### src/sv/first_fit_segment_allocator_core_defines.svh
// ----------------------------------------------------------------------------
// Assertion macros for the first-fit segment allocator
// Each macro expands to a concurrent assertion clocked by clk and disabled
// while rst_n is low; synthesis builds see empty bodies.
// ----------------------------------------------------------------------------
`ifndef FIRST_FIT_SEGMENT_ALLOCATOR_CORE_DEFINES_SVH
`define FIRST_FIT_SEGMENT_ALLOCATOR_CORE_DEFINES_SVH

`ifndef SYNTHESIS
// Check a property on every clock edge outside reset
`define FFSA_ASSERT(lbl, prop) \
    lbl: assert property (@(posedge clk) disable iff (!rst_n) (prop)) \
        else $error("ffsa assertion failed");
// Check that a condition holds in the cycle after a trigger
`define FFSA_ASSERT_NEXT(lbl, trig, cons) \
    lbl: assert property (@(posedge clk) disable iff (!rst_n) (trig) |=> (cons)) \
        else $error("ffsa assertion failed");
`else
`define FFSA_ASSERT(lbl, prop)
`define FFSA_ASSERT_NEXT(lbl, trig, cons)
`endif

`endif

### src/sv/ffsa_pkg.sv
`timescale 1ns / 1ps
// ----------------------------------------------------------------------------
// ffsa_pkg
// Shared types, codes and controller/datapath interface of the allocator.
// ----------------------------------------------------------------------------
package ffsa_pkg;

    // Operation codes
    localparam logic [1:0] FUNC_INIT   = 2'd0;
    localparam logic [1:0] FUNC_ALLOC  = 2'd1;
    localparam logic [1:0] FUNC_FREE   = 2'd2;
    localparam logic [1:0] FUNC_UNUSED = 2'd3;

    // Result status codes
    localparam logic [2:0] ST_OK       = 3'd0;
    localparam logic [2:0] ST_ZERO     = 3'd1;
    localparam logic [2:0] ST_NOFIT    = 3'd2;
    localparam logic [2:0] ST_RANGE    = 3'd3;
    localparam logic [2:0] ST_NOTALLOC = 3'd4;
    localparam logic [2:0] ST_FULL     = 3'd5;

    // Configuration register indexes and reset values
    localparam int unsigned CFG_IDX_W      = 1;
    localparam logic [0:0]  CFG_HEAP_START = 1'b0;
    localparam logic [0:0]  CFG_HEAP_END   = 1'b1;
    localparam logic [31:0] HEAP_START_RST = 32'd0;
    localparam logic [31:0] HEAP_END_RST   = 32'd1048576;

    typedef struct packed {
        logic [1:0]  func;
        logic [31:0] req_size;
        logic [31:0] address;
    } in_item_t;

    typedef struct packed {
        logic [31:0] result_address;
        logic [2:0]  status;
    } out_item_t;

    // One segment table entry
    typedef struct packed {
        logic [31:0] offset;
        logic [31:0] bytes;
        logic        in_use;
    } entry_t;

    // Datapath operations issued by the controller
    typedef enum logic [4:0] {
        OP_IDLE,
        OP_LOAD,
        OP_INIT,
        OP_SET_RES,
        OP_ROUND,
        OP_NEED,
        OP_RD_IDX,
        OP_NEXT,
        OP_HIT,
        OP_WR_USE,
        OP_SHUP_INIT,
        OP_RD_UP,
        OP_WR_UP,
        OP_WR_SPLIT,
        OP_WR_ALLOC,
        OP_RD_NXT,
        OP_MERGE_NEXT,
        OP_MERGE_PREV,
        OP_RD_DN,
        OP_WR_DN,
        OP_SHDN_END,
        OP_OUT
    } dp_op_t;

    typedef struct packed {
        dp_op_t     op;
        logic [2:0] st;
    } dp_cmd_t;

    typedef struct packed {
        logic [1:0] func;
        logic       req_zero;
        logic       range_bad;
        logic       round_done;
        logic       scan_end;
        logic       hit;
        logic       split;
        logic       full;
        logic       shup_end;
        logic       shdn_end;
        logic       out_busy;
    } dp_status_t;

endpackage

### src/sv/ffsa_ctrl.sv
`timescale 1ns / 1ps
// ----------------------------------------------------------------------------
// ffsa_ctrl
// Sequencer for init, allocate and free: scan, shift and merge steps.
// ----------------------------------------------------------------------------
module ffsa_ctrl
    import ffsa_pkg::*;
(
    input  logic       clk,
    input  logic       rst_n,
    input  logic       in_valid,
    output logic       in_stall,
    input  dp_status_t status,
    output dp_cmd_t    cmd
);

    typedef enum logic [3:0] {
        S_IDLE,
        S_DISPATCH,
        S_ROUND_WAIT,
        S_SCAN_RD,
        S_SCAN_CHK,
        S_ALLOC_HIT,
        S_SHUP_RD,
        S_SHUP_WR,
        S_SPLIT_HI,
        S_FREE_NRD,
        S_FREE_MN,
        S_FREE_MP,
        S_SHDN_RD,
        S_SHDN_WR,
        S_FINISH
    } state_t;

    state_t state_reg;
    state_t state_next;

    // Choose the datapath operation and next state
    always_comb
    begin
        state_next = state_reg;
        cmd.op     = OP_IDLE;
        cmd.st     = ST_OK;
        unique case (state_reg)
            S_IDLE:
            begin
                if (in_valid)
                begin
                    cmd.op     = OP_LOAD;
                    state_next = S_DISPATCH;
                end
            end
            S_DISPATCH:
            begin
                unique case (status.func)
                    FUNC_INIT:
                    begin
                        cmd.op     = OP_INIT;
                        state_next = S_FINISH;
                    end
                    FUNC_ALLOC:
                    begin
                        if (status.req_zero)
                        begin
                            cmd.op     = OP_SET_RES;
                            cmd.st     = ST_ZERO;
                            state_next = S_FINISH;
                        end
                        else
                        begin
                            cmd.op     = OP_ROUND;
                            state_next = S_ROUND_WAIT;
                        end
                    end
                    FUNC_FREE:
                    begin
                        if (status.range_bad)
                        begin
                            cmd.op     = OP_SET_RES;
                            cmd.st     = ST_RANGE;
                            state_next = S_FINISH;
                        end
                        else
                        begin
                            state_next = S_SCAN_RD;
                        end
                    end
                    default:
                    begin
                        state_next = S_FINISH;
                    end
                endcase
            end
            S_ROUND_WAIT:
            begin
                if (status.round_done)
                begin
                    cmd.op     = OP_NEED;
                    state_next = S_SCAN_RD;
                end
            end
            S_SCAN_RD:
            begin
                if (status.scan_end)
                begin
                    cmd.op     = OP_SET_RES;
                    cmd.st     = (status.func == FUNC_ALLOC) ? ST_NOFIT : ST_NOTALLOC;
                    state_next = S_FINISH;
                end
                else
                begin
                    cmd.op     = OP_RD_IDX;
                    state_next = S_SCAN_CHK;
                end
            end
            S_SCAN_CHK:
            begin
                if (status.hit)
                begin
                    cmd.op     = OP_HIT;
                    state_next = (status.func == FUNC_ALLOC) ? S_ALLOC_HIT : S_FREE_NRD;
                end
                else
                begin
                    cmd.op     = OP_NEXT;
                    state_next = S_SCAN_RD;
                end
            end
            S_ALLOC_HIT:
            begin
                priority if (!status.split)
                begin
                    cmd.op     = OP_WR_USE;
                    state_next = S_FINISH;
                end
                else if (status.full)
                begin
                    cmd.op     = OP_SET_RES;
                    cmd.st     = ST_FULL;
                    state_next = S_FINISH;
                end
                else
                begin
                    cmd.op     = OP_SHUP_INIT;
                    state_next = S_SHUP_RD;
                end
            end
            S_SHUP_RD:
            begin
                if (status.shup_end)
                begin
                    cmd.op     = OP_WR_SPLIT;
                    state_next = S_SPLIT_HI;
                end
                else
                begin
                    cmd.op     = OP_RD_UP;
                    state_next = S_SHUP_WR;
                end
            end
            S_SHUP_WR:
            begin
                cmd.op     = OP_WR_UP;
                state_next = S_SHUP_RD;
            end
            S_SPLIT_HI:
            begin
                cmd.op     = OP_WR_ALLOC;
                state_next = S_FINISH;
            end
            S_FREE_NRD:
            begin
                cmd.op     = OP_RD_NXT;
                state_next = S_FREE_MN;
            end
            S_FREE_MN:
            begin
                cmd.op     = OP_MERGE_NEXT;
                state_next = S_FREE_MP;
            end
            S_FREE_MP:
            begin
                cmd.op     = OP_MERGE_PREV;
                state_next = S_SHDN_RD;
            end
            S_SHDN_RD:
            begin
                if (status.shdn_end)
                begin
                    cmd.op     = OP_SHDN_END;
                    state_next = S_FINISH;
                end
                else
                begin
                    cmd.op     = OP_RD_DN;
                    state_next = S_SHDN_WR;
                end
            end
            S_SHDN_WR:
            begin
                cmd.op     = OP_WR_DN;
                state_next = S_SHDN_RD;
            end
            S_FINISH:
            begin
                if (!status.out_busy)
                begin
                    cmd.op     = OP_OUT;
                    state_next = S_IDLE;
                end
            end
            default:
            begin
                state_next = S_IDLE;
            end
        endcase
    end

    // Hold the state
    always_ff @(posedge clk or negedge rst_n)
    begin
        if (!rst_n)
        begin
            state_reg <= S_IDLE;
        end
        else
        begin
            state_reg <= state_next;
        end
    end

    assign in_stall = (state_reg != S_IDLE);

endmodule

### config.mk
export PLATFORM = sky130hd
export DESIGN_NAME = ffsa_ctrl
export DESIGN_NICKNAME = d
export VERILOG_FILES = /design/src/sv/first_fit_segment_allocator_core_defines.svh /design/src/sv/ffsa_pkg.sv /design/src/sv/ffsa_ctrl.sv
export SDC_FILE = /design/constraint.sdc
export NUM_CORES = 1
export LEC_CHECK = 0
export ABC_CLOCK_PERIOD_IN_PS = 1700
export BUFFER_PORTS_ARGS = -buffer_cell sky130_fd_sc_hd__buf_2
export CORE_UTILIZATION = 50
export DETAILED_ROUTE_END_ITERATION = 8
export PLACE_DENSITY = 0.78
export SLEW_MARGIN = 20
export SYNTH_ARGS = -nofsm -noshare
export SYNTH_HDL_FRONTEND = slang
export SYNTH_SLANG_ARGS = --single-unit
### constraint.sdc
create_clock -name clk -period 1.7 [get_ports clk]
set_input_delay 0.255 -clock clk [delete_from_list [all_inputs] [get_ports clk]]
set_output_delay 0.255 -clock clk [all_outputs]
set_load 0.02 [all_outputs]
==> reports/results.md, run 1 <==
| Quantity | Value | Unit |
| --- | --- | --- |
| Register area share after synthesis | 13.0 | % |
| Share of flip-flops with an asynchronous set or reset | 100 | % |
| Die width | 41.2 | um |
| Mean post-synth cell area | 7.00 | um^2 |
| Last flow stage reached | global routing | - |
| Sum of net half-perimeters after detailed placement | 2050 | um |
| Height of the chip | 41.2 | um |
| Clock Path Buffers | 2 | - |
| Sink Count | 4 | - |
| Outcome | stopped before the end | - |
| Io pins | 24 | - |
| Placer Congestion | 1.02 | - |
| Synthesized instance count | 110 | - |
| Num rows | 13 | - |
| Grt repair worst endpoint | cmd[5] | - |
| Synthesis Warnings | 0 | - |
| Syn_nets | 130 | - |
| Num CTS Buffers | 3 | - |
| Most frequently used flop master after synthesis | sky130_fd_sc_hd__dfrtp_1 | - |
| Yosys cell types | 43 | - |
| Cell at the root of the clock tree | sky130_fd_sc_hd__clkbuf_4 | - |
| Worst setup slack after placement | -0.144 | ns |
| Number of input and output port buffers inserted | 23 | - |
| Error Message | [ERROR DPL-0038] Utilization greater than 100%, impossible to legalize | - |
| Post-synthesis instance area | 769 | um^2 |
| Maximum level of the CTS H-tree | 1 | - |
| Largest net degree at the start of global routing | 14 | - |
| Total placed instance area | 0.00109 | mm^2 |
| Starting Density | 56.3 | % |
| Number of enable-type register cells in the synthesized netlist | 0 | - |
| Worst EP Category | primary output | - |
| Total of flip-flops plus latches after synthesis | 4 | - |
==> what timing repair did <==
action                                 in CTS
pin swaps                                   4
hold buffers                                1
setup buffers                               6
gates resized for setup                    21
setup endpoints to repair                   7
endpoints found under the hold margin       4
==> cell usage after synthesis, types with 2 or more instances <==
master	instances	share of area [%]
sky130_fd_sc_hd__nand2_1	7	3.4
sky130_fd_sc_hd__nor4_1	2	1.6
sky130_fd_sc_hd__dfrtp_1	4	13
sky130_fd_sc_hd__buf_2	7	4.6
sky130_fd_sc_hd__a31oi_1	2	1.6
sky130_fd_sc_hd__nor3_1	4	2.6
sky130_fd_sc_hd__nor2_1	12	5.9
sky130_fd_sc_hd__nand3_1	3	2.0
sky130_fd_sc_hd__nor2b_1	5	4.1
sky130_fd_sc_hd__o21ai_0	4	2.6
sky130_fd_sc_hd__inv_1	6	2.9
sky130_fd_sc_hd__nand2b_1	4	3.3
sky130_fd_sc_hd__a22oi_1	3	2.9
sky130_fd_sc_hd__o22ai_1	3	2.4
sky130_fd_sc_hd__ha_1	5	8.1
sky130_fd_sc_hd__a21oi_1	7	4.6
sky130_fd_sc_hd__a211oi_1	4	3.9
sky130_fd_sc_hd__o211ai_1	3	2.9
==> kinds of logic after synthesis <==
family          after synthesis  synth area share [%]
compound gates               40                  36.9
flops                         4                  13.0
simple gates                 44                  29.8
buf+inv                      15                  9.43
mux                           2                  2.76
fa+ha+maj                     5                  8.13
==> stage by stage <==
| stage | hold slack (ns) | cells | util [%] |
|---|---|---|---|
| after CTS | 0.342 | 179 | 89.5 |
| after global placement | 0.0576 | 170 | 79.8 |
| after floorplan | -0.0406 | 110 | - |
| after detailed placement | 0.0602 | 170 | 79.8 |
==> run 2, diff against run 1 <==
--- a/config.mk
+++ b/config.mk
@@ -7,9 +7,10 @@
 export LEC_CHECK = 0
 export ABC_CLOCK_PERIOD_IN_PS = 1700
 export BUFFER_PORTS_ARGS = -buffer_cell sky130_fd_sc_hd__buf_2
-export CORE_UTILIZATION = 50
+export CORE_AREA = 2 2 63 65
 export DETAILED_ROUTE_END_ITERATION = 8
-export PLACE_DENSITY = 0.78
+export DIE_AREA = 0 0 65 67
+export PLACE_DENSITY_LB_ADDON = 0.15
 export SLEW_MARGIN = 20
 export SYNTH_ARGS = -nofsm -noshare
 export SYNTH_HDL_FRONTEND = slang
==> reports/results.md, run 2 <==
| Quantity | Value | Unit | Change |
| --- | --- | --- | --- |
| Outcome | complete, but fails checks | - | was stopped before the end |
| Violations in the final reports | setup timing | - |  |
| Worst-margin pin slew | 0.434 | ns |  |
| Height of the chip | 67 | um | was 41.2 um |
| Clock Path Buffers | 2 | - | unchanged |
| Maximum vdd drop | 463 | uV |  |
| Detailed-router iteration count before antenna repair | 4 | - |  |
| Leading cell type in the layout, fill and taps excluded | sky130_fd_sc_hd__buf_4 | - |  |
| Most frequently used cell type in the post-synthesis netlist | sky130_fd_sc_hd__nor2_1 | - | unchanged |
| Placer Congestion | 0.815 | - | was 1.02 |
| Clock Skew | 0.00104 | ns |  |
| Via-per-instance ratio | 4.91 | - |  |
| Synthesized instance count | 110 | - | unchanged |
| Most frequent cells in the layout | sky130_fd_sc_hd__buf_4 (29), sky130_fd_sc_hd__buf_2 (18), sky130_fd_sc_hd__nor2_1 (8), sky130_fd_sc_hd__buf_6 (8) | - |  |
| Max FFs per register | 4 | - |  |
| Total Routing Usage GR | 14.6 | % |  |
| Register area share after synthesis | 13.0 | % | unchanged |
| Crit path DAT | 1.70 | ns |  |
| Largest net degree at the start of global routing | 14 | - |  |
| Clock insertion delay at the later pin of the skew report | 0.21 | ns |  |
| Total via count after detailed routing | 1,031 | - |  |
| Area delta synth->final | 75.8 | % |  |
| Highest clock frequency the design can meet | 510 | MHz |  |
| Num rows | 22 | - | was 13 |
| Non-filler instance count after layout | 210 | - |  |
| Die width | 65 | um | was 41.2 um |
| Initial antenna violation count | 0 | - |  |
| Largest cells by area after synthesis | sky130_fd_sc_hd__dfrtp_1 (13%), sky130_fd_sc_hd__ha_1 (8.1%), sky130_fd_sc_hd__nor2_1 (5.9%), sky130_fd_sc_hd__a21oi_1 (4.6%), sky130_fd_sc_hd__buf_2 (4.6%) | - | unchanged |
| Setup repair after global routing missed its margin | yes | - |  |
| Count of final hold-check violations | 0 | - |  |
| Sink Count | 4 | - | unchanged |
| Mean post-synth cell area | 7.00 | um^2 | unchanged |
| Synthesis Warnings | 0 | - | unchanged |
| Worst Setup Start Kind | flip-flop | - |  |
| Critical path required time | 1.44 | ns |  |
| DRC Markers | 0 | - |  |
| Share of the clock period used by the worst path after layout | 115 | % |  |
| Share of Yosys cell area claimed by the top area cell type | 13.0 | % | unchanged |
| Worst hold slack across all endpoints | 0.375 | ns |  |
| Share of post-route cells with drive strength above 1 | 51.9 | % |  |
| Share of flip-flops with an asynchronous set or reset | 100 | % | unchanged |
| Critical path class | flip-flop to output port | - |  |
| Vias in the first global route | 1,050 | - |  |
| Number of filler instances in the final layout | 410 | - |  |
| Final antenna-violating net count | 0 | - |  |
| Final net count | 184 | - |  |
| Setup-violating endpoint count in the final report | 5 | - |  |
| Max-slew headroom | 70.3 | % |  |
| Clock transition time at the flip-flop clock pins of the worst setup and hold paths | 0.03 | ns |  |
| Leak | 0.000601 | uW |  |
| Io pins | 24 | - | unchanged |
| Sum of overflow across all layers after global routing | 0 | - |  |
| Top fanout value on the critical path | 8 | - |  |
| Wire length of the first global-routing pass | 4970 | um |  |
| Maximum level of the CTS H-tree | 1 | - | unchanged |
| Yosys cell types | 43 | - | unchanged |
| Core region area | 0.00361 | mm^2 |  |
| Power per Cell Area | 1960 | mW/mm^2 |  |
| Number of enable-type register cells in the synthesized netlist | 0 | - | unchanged |
| Crit. End Element | output port | - |  |
| Sum of routed wire length over all layers | 2960 | um |  |
| Pins Over Slew Limit | 0 | - |  |
| Commonest cells post-synth | sky130_fd_sc_hd__nor2_1 (12), sky130_fd_sc_hd__a21oi_1 (7), sky130_fd_sc_hd__buf_2 (7), sky130_fd_sc_hd__nand2_1 (7), sky130_fd_sc_hd__inv_1 (6) | - | unchanged |
| Most frequently used flop master after synthesis | sky130_fd_sc_hd__dfrtp_1 | - | unchanged |
| Worst min-delay path category | input pin to asynchronous set/reset pin | - |  |
| Number of input and output port buffers inserted | 23 | - | unchanged |
| Post-synthesis instance area | 769 | um^2 | unchanged |
| Cell at the root of the clock tree | sky130_fd_sc_hd__clkbuf_8 | - | was sky130_fd_sc_hd__clkbuf_4 |
| Sum of net half-perimeters after detailed placement | 2320 | um | was 2050 um |
| Total die area | 0.00436 | mm^2 |  |
| Antenna diodes | 0 | - |  |
| Number of cells in the design after placement | 202 | - | was 170 |
| Number of DRC violations after detailed-routing iteration 0 | 39 | - |  |
| Library cell with the largest summed area after synthesis | sky130_fd_sc_hd__dfrtp_1 | - | unchanged |
| PnR Total Power | 2660 | uW |  |
| Per-cell routed wire length | 14.1 | um |  |
| CTS tree | built | - |  |
| Syn_nets | 130 | - | unchanged |
| Final worst path period need | 1.96 | ns |  |
| Starting Density | 21.3 | % | was 56.3% |
| Util after Layout | 37.5 | % |  |
| Num CTS Buffers | 3 | - | unchanged |
| Worst path setup slack after routing | -0.259 | ns |  |
| Total of flip-flops plus latches after synthesis | 4 | - | unchanged |
| Number of max-cap violations | 0 | - |  |
[run 2: cell counts after synthesis]
No cell type changed its count.
[run 2: cell families (layout without fill, tap and decap cells)]
family / count (synthesis) / after routing / synth area share [%]
mux: 2 / 2 / 2.76
fa+ha+maj: 5 / 5 / 8.13
simple gates: 44 / 44 / 29.8
buf+inv: 15 / 67 / 9.43
flops: 4 / 4 / 13.0
compound gates: 40 / 40 / 36.9
[run 2: worst paths after layout]
check	from	end	slack (ns)	cells after the start
max in group asynchronous	rst_n	state_reg[2]	1.20	2
worst min-delay path	rst_n	state_reg[1]	0.37	2
min in group clk	in_valid	state_reg[0]	0.44	3
worst max-delay path	state_reg[3]	cmd[5]	-0.26	5
worst max register to register	state_reg[1]	state_reg[2]	0.05	6
worst min register to register	state_reg[3]	state_reg[3]	0.79	2
[run 2: critical path, stage by stage (launching register included)]
cell and delay [ns]:
sky130_fd_sc_hd__dfrtp_2 0.46, sky130_fd_sc_hd__or2b_4 0.24, sky130_fd_sc_hd__nor2_2 0.03, sky130_fd_sc_hd__a221o_1 0.28, sky130_fd_sc_hd__or3_4 0.34, sky130_fd_sc_hd__buf_6 0.14
[run 2: layout make-up]
cell class / count / area [um^2] / area share [%]
Multi-Input combinational cell: 91 / 689 / 51.0
Timing Repair Buffer: 57 / 428 / 31.6
Sequential cell: 4 / 105 / 7.77
Tap cell: 48 / 60.1 / 4.44
Clock buffer: 3 / 41.3 / 3.05
Inverter: 7 / 28.8 / 2.13
[run 2: repair_timing]
| item | CTS | global route |
|---|---|---|
| gates resized for setup | 21 | 18 |
| hold endpoints to repair | 4 | 0 |
| hold buffers | 1 | 0 |
| setup buffers | 4 | 0 |
| endpoints found under the setup margin | 9 | 9 |
| cloned | 0 | 0 |
| pin swaps | 7 | 5 |
[run 2: power breakdown]
group | internal, uW | switching [uW]
combinational | 1130 | 1060
clock | 151 | 44.5
sequential | 158 | 116
[run 2: metrics by stage]
step | setup TNS, ns | area (um^2) | setup WS, ns
after global placement | -0.547 | 1140 | -0.158
after floorplan | 0 | 777 | 0.00416
after global routing | -1.33 | 1350 | -0.309
after detailed placement | -0.622 | 1140 | -0.168
after CTS | -0.931 | 1290 | -0.268
final | -0.645 | 1350 | -0.259
[run 2: per-layer routing]
layer / vias to the layer above / part of all wire [%] / global-route usage (%)
met5: - / 0 / 0
met4: 0 / 0 / 1.60
met3: 0 / 2.3 / 1.35
met2: 17 / 53 / 28.2
met1: 492 / 44 / 17.9
li1: 522 / - / -
Note: power is estimated with default switching activity, not from simulation.
==> run 3, diff against run 2 <==
--- a/config.mk
+++ b/config.mk
@@ -5,8 +5,9 @@
 export SDC_FILE = /design/constraint.sdc
 export NUM_CORES = 1
 export LEC_CHECK = 0
+export ABC_AREA = 1
 export ABC_CLOCK_PERIOD_IN_PS = 1700
-export BUFFER_PORTS_ARGS = -buffer_cell sky130_fd_sc_hd__buf_2
+export BUFFER_PORTS_ARGS = -buffer_cell sky130_fd_sc_hd__clkbuf_2
 export CORE_AREA = 2 2 63 65
 export DETAILED_ROUTE_END_ITERATION = 8
 export DIE_AREA = 0 0 65 67
==> reports/results.md, run 3 <==
| Quantity | Value | Unit | Change |
| --- | --- | --- | --- |
| Most frequently used flop master after synthesis | sky130_fd_sc_hd__dfrtp_1 | - | unchanged |
| Largest family of logic cells by synthesized area | simple AND/OR/NAND/NOR gates | - | was compound AO/OA/AOI/OAI gates |
| Proportion of synthesized area in mux cells | 0 | % | was 2.76% |
| Maximum vdd drop | 595 | uV | was 463 uV |
| Detailed-router iteration count before antenna repair | 4 | - | unchanged |
| Worst path setup slack after routing | -0.0767 | ns | was -0.259 ns |
| Commonest cells post-synth | sky130_fd_sc_hd__nand2_1 (41), sky130_fd_sc_hd__inv_1 (27), sky130_fd_sc_hd__nor2_1 (23) | - | was sky130_fd_sc_hd__nor2_1 (12), sky130_fd_sc_hd__a21oi_1 (7), sky130_fd_sc_hd__buf_2 (7), sky130_fd_sc_hd__nand2_1 (7), sky130_fd_sc_hd__inv_1 (6) |
| PnR Total Power | 2470 | uW | was 2660 uW |
| Cell at the root of the clock tree | sky130_fd_sc_hd__clkbuf_8 | - | unchanged |
| Library cell with the largest summed area after synthesis | sky130_fd_sc_hd__nand2_1 | - | was sky130_fd_sc_hd__dfrtp_1 |
| Total die area | 0.00436 | mm^2 | unchanged |
| Num CTS Buffers | 3 | - | unchanged |
| Setup repair after global routing missed its margin | yes | - | unchanged |
| Io pins | 24 | - | unchanged |
| Syn_nets | 159 | - | was 130 |
| Yosys cell types | 18 | - | was 43 |
| Share of Yosys cell area claimed by the top area cell type | 21.3 | % | was 13.0% |
| Sum of routed wire length over all layers | 2730 | um | was 2960 um |
| Initial antenna violation count | 0 | - | unchanged |
| Final antenna-violating net count | 0 | - | unchanged |
| Number of input and output port buffers inserted | 23 | - | unchanged |
| Die width | 65 | um | unchanged |
| Vias in the first global route | 1,034 | - | was 1,050 |
| Antenna diodes | 0 | - | unchanged |
| Total of flip-flops plus latches after synthesis | 4 | - | unchanged |
| Placer Congestion | 0.924 | - | was 0.815 |
| Clock Path Buffers | 2 | - | unchanged |
| Util after Layout | 36.6 | % | was 37.5% |
| Synth Area in Adders | 8.67 | % | was 8.13% |
| Synthesized instance count | 139 | - | was 110 |
| Crit. End Element | output port | - | unchanged |
| Sum of net half-perimeters after detailed placement | 2150 | um | was 2320 um |
| Worst-margin pin slew | 0.290 | ns | was 0.434 ns |
| Total Routing Usage GR | 13.3 | % | was 14.6% |
| Synth Area in Simple Gates | 49.2 | % | was 29.8% |
| Mean post-synth cell area | 5.19 | um^2 | was 7.00 um^2 |
| Post-synthesis instance area | 722 | um^2 | was 769 um^2 |
| DRC Markers | 0 | - | unchanged |
| Number of enable-type register cells in the synthesized netlist | 0 | - | unchanged |
| Clock transition time at the flip-flop clock pins of the worst setup and hold paths | 0.03 | ns | about the same |
| Number of DRC violations after detailed-routing iteration 0 | 34 | - | was 39 |
| Critical path required time | 1.44 | ns | about the same |
| Top fanout value on the critical path | 6 | - | was 8 |
| Violations in the final reports | setup timing | - | unchanged |
| Total via count after detailed routing | 1,034 | - | was 1,031 |
| Highest clock frequency the design can meet | 563 | MHz | was 510 MHz |
| Most frequently used cell type in the post-synthesis netlist | sky130_fd_sc_hd__nand2_1 | - | was sky130_fd_sc_hd__nor2_1 |
| Via-per-instance ratio | 4.54 | - | was 4.91 |
| Outcome | complete, but fails checks | - | unchanged |
| Final net count | 202 | - | was 184 |
| Final worst path period need | 1.78 | ns | was 1.96 ns |
| Leak | 0.000719 | uW | was 0.000601 uW |
| Maximum level of the CTS H-tree | 1 | - | unchanged |
| Worst hold slack across all endpoints | 0.386 | ns | was 0.375 ns |
| Register area share after synthesis | 13.9 | % | was 13.0% |
| Max-slew headroom | 80.6 | % | was 70.3% |
| Area delta synth->final | 83.0 | % | was 75.8% |
| Per-cell routed wire length | 12.0 | um | was 14.1 um |
| Largest cells by area after synthesis | sky130_fd_sc_hd__nand2_1 (21%), sky130_fd_sc_hd__inv_1 (14%), sky130_fd_sc_hd__dfrtp_1 (14%), sky130_fd_sc_hd__nor2_1 (12%), sky130_fd_sc_hd__ha_1 (8.7%) | - | was sky130_fd_sc_hd__dfrtp_1 (13%), sky130_fd_sc_hd__ha_1 (8.1%), sky130_fd_sc_hd__nor2_1 (5.9%), sky130_fd_sc_hd__a21oi_1 (4.6%), sky130_fd_sc_hd__buf_2 (4.6%) |
| Clock insertion delay at the later pin of the skew report | 0.21 | ns | about the same |
| Share of flip-flops with an asynchronous set or reset | 100 | % | unchanged |
| Largest net degree at the start of global routing | 7 | - | was 14 |
| Pins Over Slew Limit | 0 | - | unchanged |
| Count of final hold-check violations | 0 | - | unchanged |
| Synth Area in XOR/XNOR | 0 | % | unchanged |
| Fraction of the mapped netlist area in compound gates | 14.2 | % | was 36.9% |
| Worst min-delay path category | input pin to asynchronous set/reset pin | - | unchanged |
| Number of max-cap violations | 0 | - | unchanged |
| Height of the chip | 67 | um | unchanged |
| Sum of overflow across all layers after global routing | 0 | - | unchanged |
| Starting Density | 20.0 | % | was 21.3% |
| Share of the clock period used by the worst path after layout | 105 | % | was 115% |
| Clock Skew | 0.000663 | ns | was 0.00104 ns |
| Setup-violating endpoint count in the final report | 6 | - | was 5 |
| Crit path DAT | 1.52 | ns | was 1.70 ns |
| Critical path class | flip-flop to output port | - | unchanged |
| Synthesis Warnings | 0 | - | unchanged |
| Most frequent cells in the layout | sky130_fd_sc_hd__nand2_1 (26), sky130_fd_sc_hd__inv_1 (20), sky130_fd_sc_hd__nor2_1 (16) | - | was sky130_fd_sc_hd__buf_4 (29), sky130_fd_sc_hd__buf_2 (18), sky130_fd_sc_hd__nor2_1 (8), sky130_fd_sc_hd__buf_6 (8) |
| Share of post-route cells with drive strength above 1 | 48.3 | % | was 51.9% |
| Leading cell type in the layout, fill and taps excluded | sky130_fd_sc_hd__nand2_1 | - | was sky130_fd_sc_hd__buf_4 |
| Wire length of the first global-routing pass | 4530 | um | was 4970 um |
| CTS tree | built | - | unchanged |
| Max FFs per register | 4 | - | unchanged |
| Num rows | 22 | - | unchanged |
| Core region area | 0.00361 | mm^2 | unchanged |
| Worst Setup Start Kind | flip-flop | - | unchanged |
| Sink Count | 4 | - | unchanged |
| Power per Cell Area | 1870 | mW/mm^2 | was 1960 mW/mm^2 |
## run 3: worst max-delay path: stages, from the launching register on
cell                       delay, ns
sky130_fd_sc_hd__dfrtp_2        0.48
sky130_fd_sc_hd__nor2_4         0.18
sky130_fd_sc_hd__buf_6          0.15
sky130_fd_sc_hd__nand2_2        0.09
sky130_fd_sc_hd__o21ai_2        0.13
sky130_fd_sc_hd__nor2_1         0.07
sky130_fd_sc_hd__nand3_1        0.07
sky130_fd_sc_hd__clkbuf_8       0.14
## run 3: per-layer routing
metal  GRT usage (%)  vias to the layer above  routed length [um]
li1                -                      528                   -
met3            1.18                        4                 119
met4            2.66                        0                  31
met2            26.2                       28                1420
met5               0                        -                   0
met1            15.4                      474                1160
## run 3: power by group
part           switching (uW)  internal (uW)
clock                    40.3            150
combinational            1130            845
sequential                151            161
## run 3: path summary, 6_finish.rpt
| path | end | slack (ns) | start | depth (start not counted) |
|---|---|---|---|---|
| max in group asynchronous | state_reg[3] | 1.18 | rst_n | 2 |
| min reg2reg | state_reg[0] | 0.84 | state_reg[3] | 3 |
| max reg2reg | state_reg[0] | 0.09 | state_reg[2] | 9 |
| max | cmd[5] | -0.08 | state_reg[2] | 7 |
| min in group clk | state_reg[0] | 0.39 | status[8] | 3 |
| min | state_reg[1] | 0.39 | rst_n | 2 |
## run 3: logic make-up after synthesis
family / Yosys count
AO/OA/AOI/OAI: 18
adder cells (fa/ha/maj): 5
buffers and inverters: 27
flip-flops: 4
AND/OR/NAND/NOR: 85
## run 3: metrics by stage
step	cells	setup WS, ns	setup TNS (ns)	cell area (um^2)
after floorplan	139	0.132	0	722
after global placement	215	0.0188	0	935
after detailed placement	215	0.0257	0	935
after CTS	225	-0.0537	-0.137	1190
after global routing	228	-0.132	-0.749	1320
final	228	-0.0767	-0.288	1320
## run 3: cell type report
| class | count | area [um^2] |
|---|---|---|
| clock buffers | 3 | 41.3 |
| fillers | 400 | 2280 |
| inverters | 27 | 114 |
| multi-input cells | 108 | 713 |
| flip-flops and latches | 4 | 105 |
| well taps | 48 | 60.1 |
| repair buffers | 38 | 288 |
## run 3: repair_timing
item | in CTS | in global routing
pin swaps | 13 | 13
buffers inserted | 6 | 3
setup endpoints to repair | 8 | 9
endpoints found under the hold margin | 4 | 0
hold buffers | 1 | 0
gates resized for setup | 58 | 34
==> run 4, diff against run 3 <==
--- a/config.mk
+++ b/config.mk
@@ -6,7 +6,7 @@
 export NUM_CORES = 1
 export LEC_CHECK = 0
 export ABC_AREA = 1
-export ABC_CLOCK_PERIOD_IN_PS = 1700
+export ABC_CLOCK_PERIOD_IN_PS = 1600
 export BUFFER_PORTS_ARGS = -buffer_cell sky130_fd_sc_hd__clkbuf_2
 export CORE_AREA = 2 2 63 65
 export DETAILED_ROUTE_END_ITERATION = 8
==> constraint.sdc (replaced) <==
create_clock -name clk -period 1.6 [get_ports clk]
set_input_delay 0.24 -clock clk [delete_from_list [all_inputs] [get_ports clk]]
set_output_delay 0.24 -clock clk [all_outputs]
set_load 0.02 [all_outputs]
==> reports/results.md, run 4 (synthesized netlist as in run 3, its figures left out) <==
| Quantity | Value | Unit | Change |
| --- | --- | --- | --- |
| Final worst path period need | 1.77 | ns |  |
| Vias in the first global route | 1,019 | - | was 1,034 |
| Core region area | 0.00361 | mm^2 | unchanged |
| Non-filler instance count after layout | 234 | - | was 228 |
| Maximum level of the CTS H-tree | 1 | - | unchanged |
| Total via count after detailed routing | 1,065 | - | was 1,034 |
| Placer Congestion | 0.929 | - | was 0.924 |
| Sink Count | 4 | - | unchanged |
| Top fanout value on the critical path | 5 | - | was 6 |
| Worst-margin pin slew | 0.283 | ns | was 0.290 ns |
| Via-per-instance ratio | 4.55 | - | was 4.54 |
| Count of final hold-check violations | 0 | - | unchanged |
| Clock transition time at the flip-flop clock pins of the worst setup and hold paths | 0.03 | ns | about the same |
| Die width | 65 | um | unchanged |
| Total die area | 0.00436 | mm^2 | unchanged |
| Worst reg-to-reg path cell count | 10 | - | was 9 |
| Share of the clock period used by the worst path after layout | 111 | % |  |
| Per-cell routed wire length | 12.3 | um | was 12.0 um |
| Final net count | 208 | - | was 202 |
| Setup-violating endpoint count in the final report | 8 | - | was 6 |
| Worst Setup Start Kind | flip-flop | - | unchanged |
| Antenna diodes | 0 | - | unchanged |
| CTS tree | built | - | unchanged |
| Sum of routed wire length over all layers | 2870 | um | was 2730 um |
| Instance count on the critical path | 8 | - | was 7 |
| Maximum vdd drop | 410 | uV | was 595 uV |
| Leading cell type in the layout, fill and taps excluded | sky130_fd_sc_hd__nand2_1 | - | unchanged |
| Hold path cells | 3 | - |  |
| Number of cells in the design after placement | 225 | - | was 215 |
| Cell with the biggest individual delay on the critical path | sky130_fd_sc_hd__dfrtp_2 | - | unchanged |
| Wire length of the first global-routing pass | 4420 | um | was 4530 um |
| Crit. End Element | output port | - | unchanged |
| Io pins | 24 | - | unchanged |
| Max-slew headroom | 81.1 | % | was 80.6% |
| Clock Skew | 0.000340 | ns | was 0.000663 ns |
| Initial antenna violation count | 0 | - | unchanged |
| Height of the chip | 67 | um | unchanged |
| Most frequent cells in the layout | sky130_fd_sc_hd__nand2_1 (28), sky130_fd_sc_hd__inv_1 (19), sky130_fd_sc_hd__buf_4 (18) | - | was sky130_fd_sc_hd__nand2_1 (26), sky130_fd_sc_hd__inv_1 (20), sky130_fd_sc_hd__nor2_1 (16) |
| Sum of overflow across all layers after global routing | 0 | - | unchanged |
| Worst path setup slack after routing | -0.174 | ns | was -0.0767 ns |
| Number of DRC violations after detailed-routing iteration 0 | 53 | - | was 34 |
| Total Routing Usage GR | 13.2 | % | was 13.3% |
| Critical path class | flip-flop to output port | - | unchanged |
| Final standard cell area without fillers | 0.00137 | mm^2 | was 0.00132 mm^2 |
| Power per Cell Area | 1940 | mW/mm^2 | was 1870 mW/mm^2 |
| Area delta synth->final | 89.6 | % | was 83.0% |
| Final antenna-violating net count | 0 | - | unchanged |
| Clock Path Buffers | 2 | - | unchanged |
| Outcome | complete, but fails checks | - | unchanged |
| Cell at the root of the clock tree | sky130_fd_sc_hd__clkbuf_8 | - | unchanged |
| Ordered list of cells on the worst path | nor2_4 -> buf_6 -> nand2_4 -> buf_4 -> nand2_2 -> a21oi_2 -> nand4_1 -> clkbuf_8 | - | was nor2_4 -> buf_6 -> nand2_2 -> o21ai_2 -> nor2_1 -> nand3_1 -> clkbuf_8 |
| CP bufs+invs | 3 | - | was 2 |
| Pins Over Slew Limit | 0 | - | unchanged |
| Worst min-delay path category | input pin to flip-flop | - | was input pin to asynchronous set/reset pin |
| Num rows | 22 | - | unchanged |
| Worst hold slack across all endpoints | 0.344 | ns | was 0.386 ns |
| Cell family contributing the most delay on the critical path | flip-flops | - | unchanged |
| Critical path required time | 1.36 | ns | was 1.44 ns |
| Largest net degree at the start of global routing | 7 | - | unchanged |
| Worst setup slack after placement | -0.0264 | ns | was 0.0257 ns |
| Total placed instance area | 0.00101 | mm^2 | was 935 um^2 |
| Num CTS Buffers | 3 | - | unchanged |
| Highest clock frequency the design can meet | 564 | MHz |  |
| Crit path DAT | 1.53 | ns | was 1.52 ns |
| Number of max-cap violations | 0 | - | unchanged |
| Starting Density | 20.0 | % | unchanged |
| Number of input and output port buffers inserted | 23 | - | unchanged |
| Detailed-router iteration count before antenna repair | 4 | - | unchanged |
| CP peak stage delay | 0.47 | ns | was 0.48 ns |
| Setup repair after global routing missed its margin | yes | - | unchanged |
| Sum of net half-perimeters after detailed placement | 2160 | um | was 2150 um |
| DRC Markers | 0 | - | unchanged |
| Share of post-route cells with drive strength above 1 | 50.0 | % | was 48.3% |
| Clock insertion delay at the later pin of the skew report | 0.22 | ns | was 0.21 ns |
| Leak | 0.000726 | uW | was 0.000719 uW |
| Violations in the final reports | setup timing | - | unchanged |
| Max FFs per register | 4 | - | unchanged |
==> run 4: cell types whose count changed in the layout (fill, tap and decap cells not counted), moves of 2 or more <==
cell,before,now
sky130_fd_sc_hd__nor2_4,9,7
sky130_fd_sc_hd__inv_2,2,4
sky130_fd_sc_hd__buf_4,13,18
sky130_fd_sc_hd__nor2_2,0,3
sky130_fd_sc_hd__o21ai_1,2,4
sky130_fd_sc_hd__o21ai_2,5,3
sky130_fd_sc_hd__nand2_1,26,28
sky130_fd_sc_hd__nand2_4,7,3
==> run 4: through the flow <==
step	util, %	total power (uW)	setup TNS (ns)
2_1_floorplan	-	1110	0
3_3_place_gp	28.0	1720	-0.143
3_5_place_dp	28.0	1680	-0.0283
4_1_cts	34.6	2370	-0.778
5_1_grt	38.0	2830	-1.32
6_report	38.0	2660	-0.831
==> run 4: final timing paths <==
kind | from | to | slack, ns
worst min register to register | state_reg[2] | state_reg[1] | 0.83
worst max register to register | state_reg[0] | state_reg[2] | 0.16
min in group asynchronous | rst_n | state_reg[0] | 0.37
worst min-delay path | status[8] | state_reg[0] | 0.34
worst max-delay path | state_reg[3] | cmd[4] | -0.17
max in group asynchronous | rst_n | state_reg[2] | 1.09
==> run 4: what timing repair did <==
item / 4_1_cts / 5_1_grt
cloned: 0 / 0
pin swaps: 8 / 11
hold buffers: 1 / 0
hold endpoints to repair: 4 / 0
endpoints found under the setup margin: 8 / 9
buffers inserted: 2 / 3
resized for setup: 57 / 32
==> run 4: area by class of cell <==
type                            instances  area, um^2
Tap cell                               48        60.1
Clock buffer                            3        41.3
Timing Repair Buffer                   44         339
Multi-Input combinational cell        108         712
Inverter                               27         111
Fill cell                             375        2240
Sequential cell                         4         105
==> run 4: per-layer routing <==
metal	routed length, um	share of wire, %	GRT usage (%)
met5	0	0	0
met3	195	6.8	3.21
met4	89	3.1	4.79
met1	1150	40	14.9
met2	1430	50	24.1
==> run 4: tightest hold or removal path, cell delays in order <==
cell                       delay [ns]
sky130_fd_sc_hd__clkbuf_2        0.09
sky130_fd_sc_hd__nand3b_1        0.12
sky130_fd_sc_hd__a21boi_1        0.07
==> run 4: where the power goes <==
part / switching, uW / internal [uW] / total, uW
logic: 1220 / 922 / 2140
clock network: 52.3 / 160 / 213
registers: 133 / 171 / 304
total: 1410 / 1250 / 2660
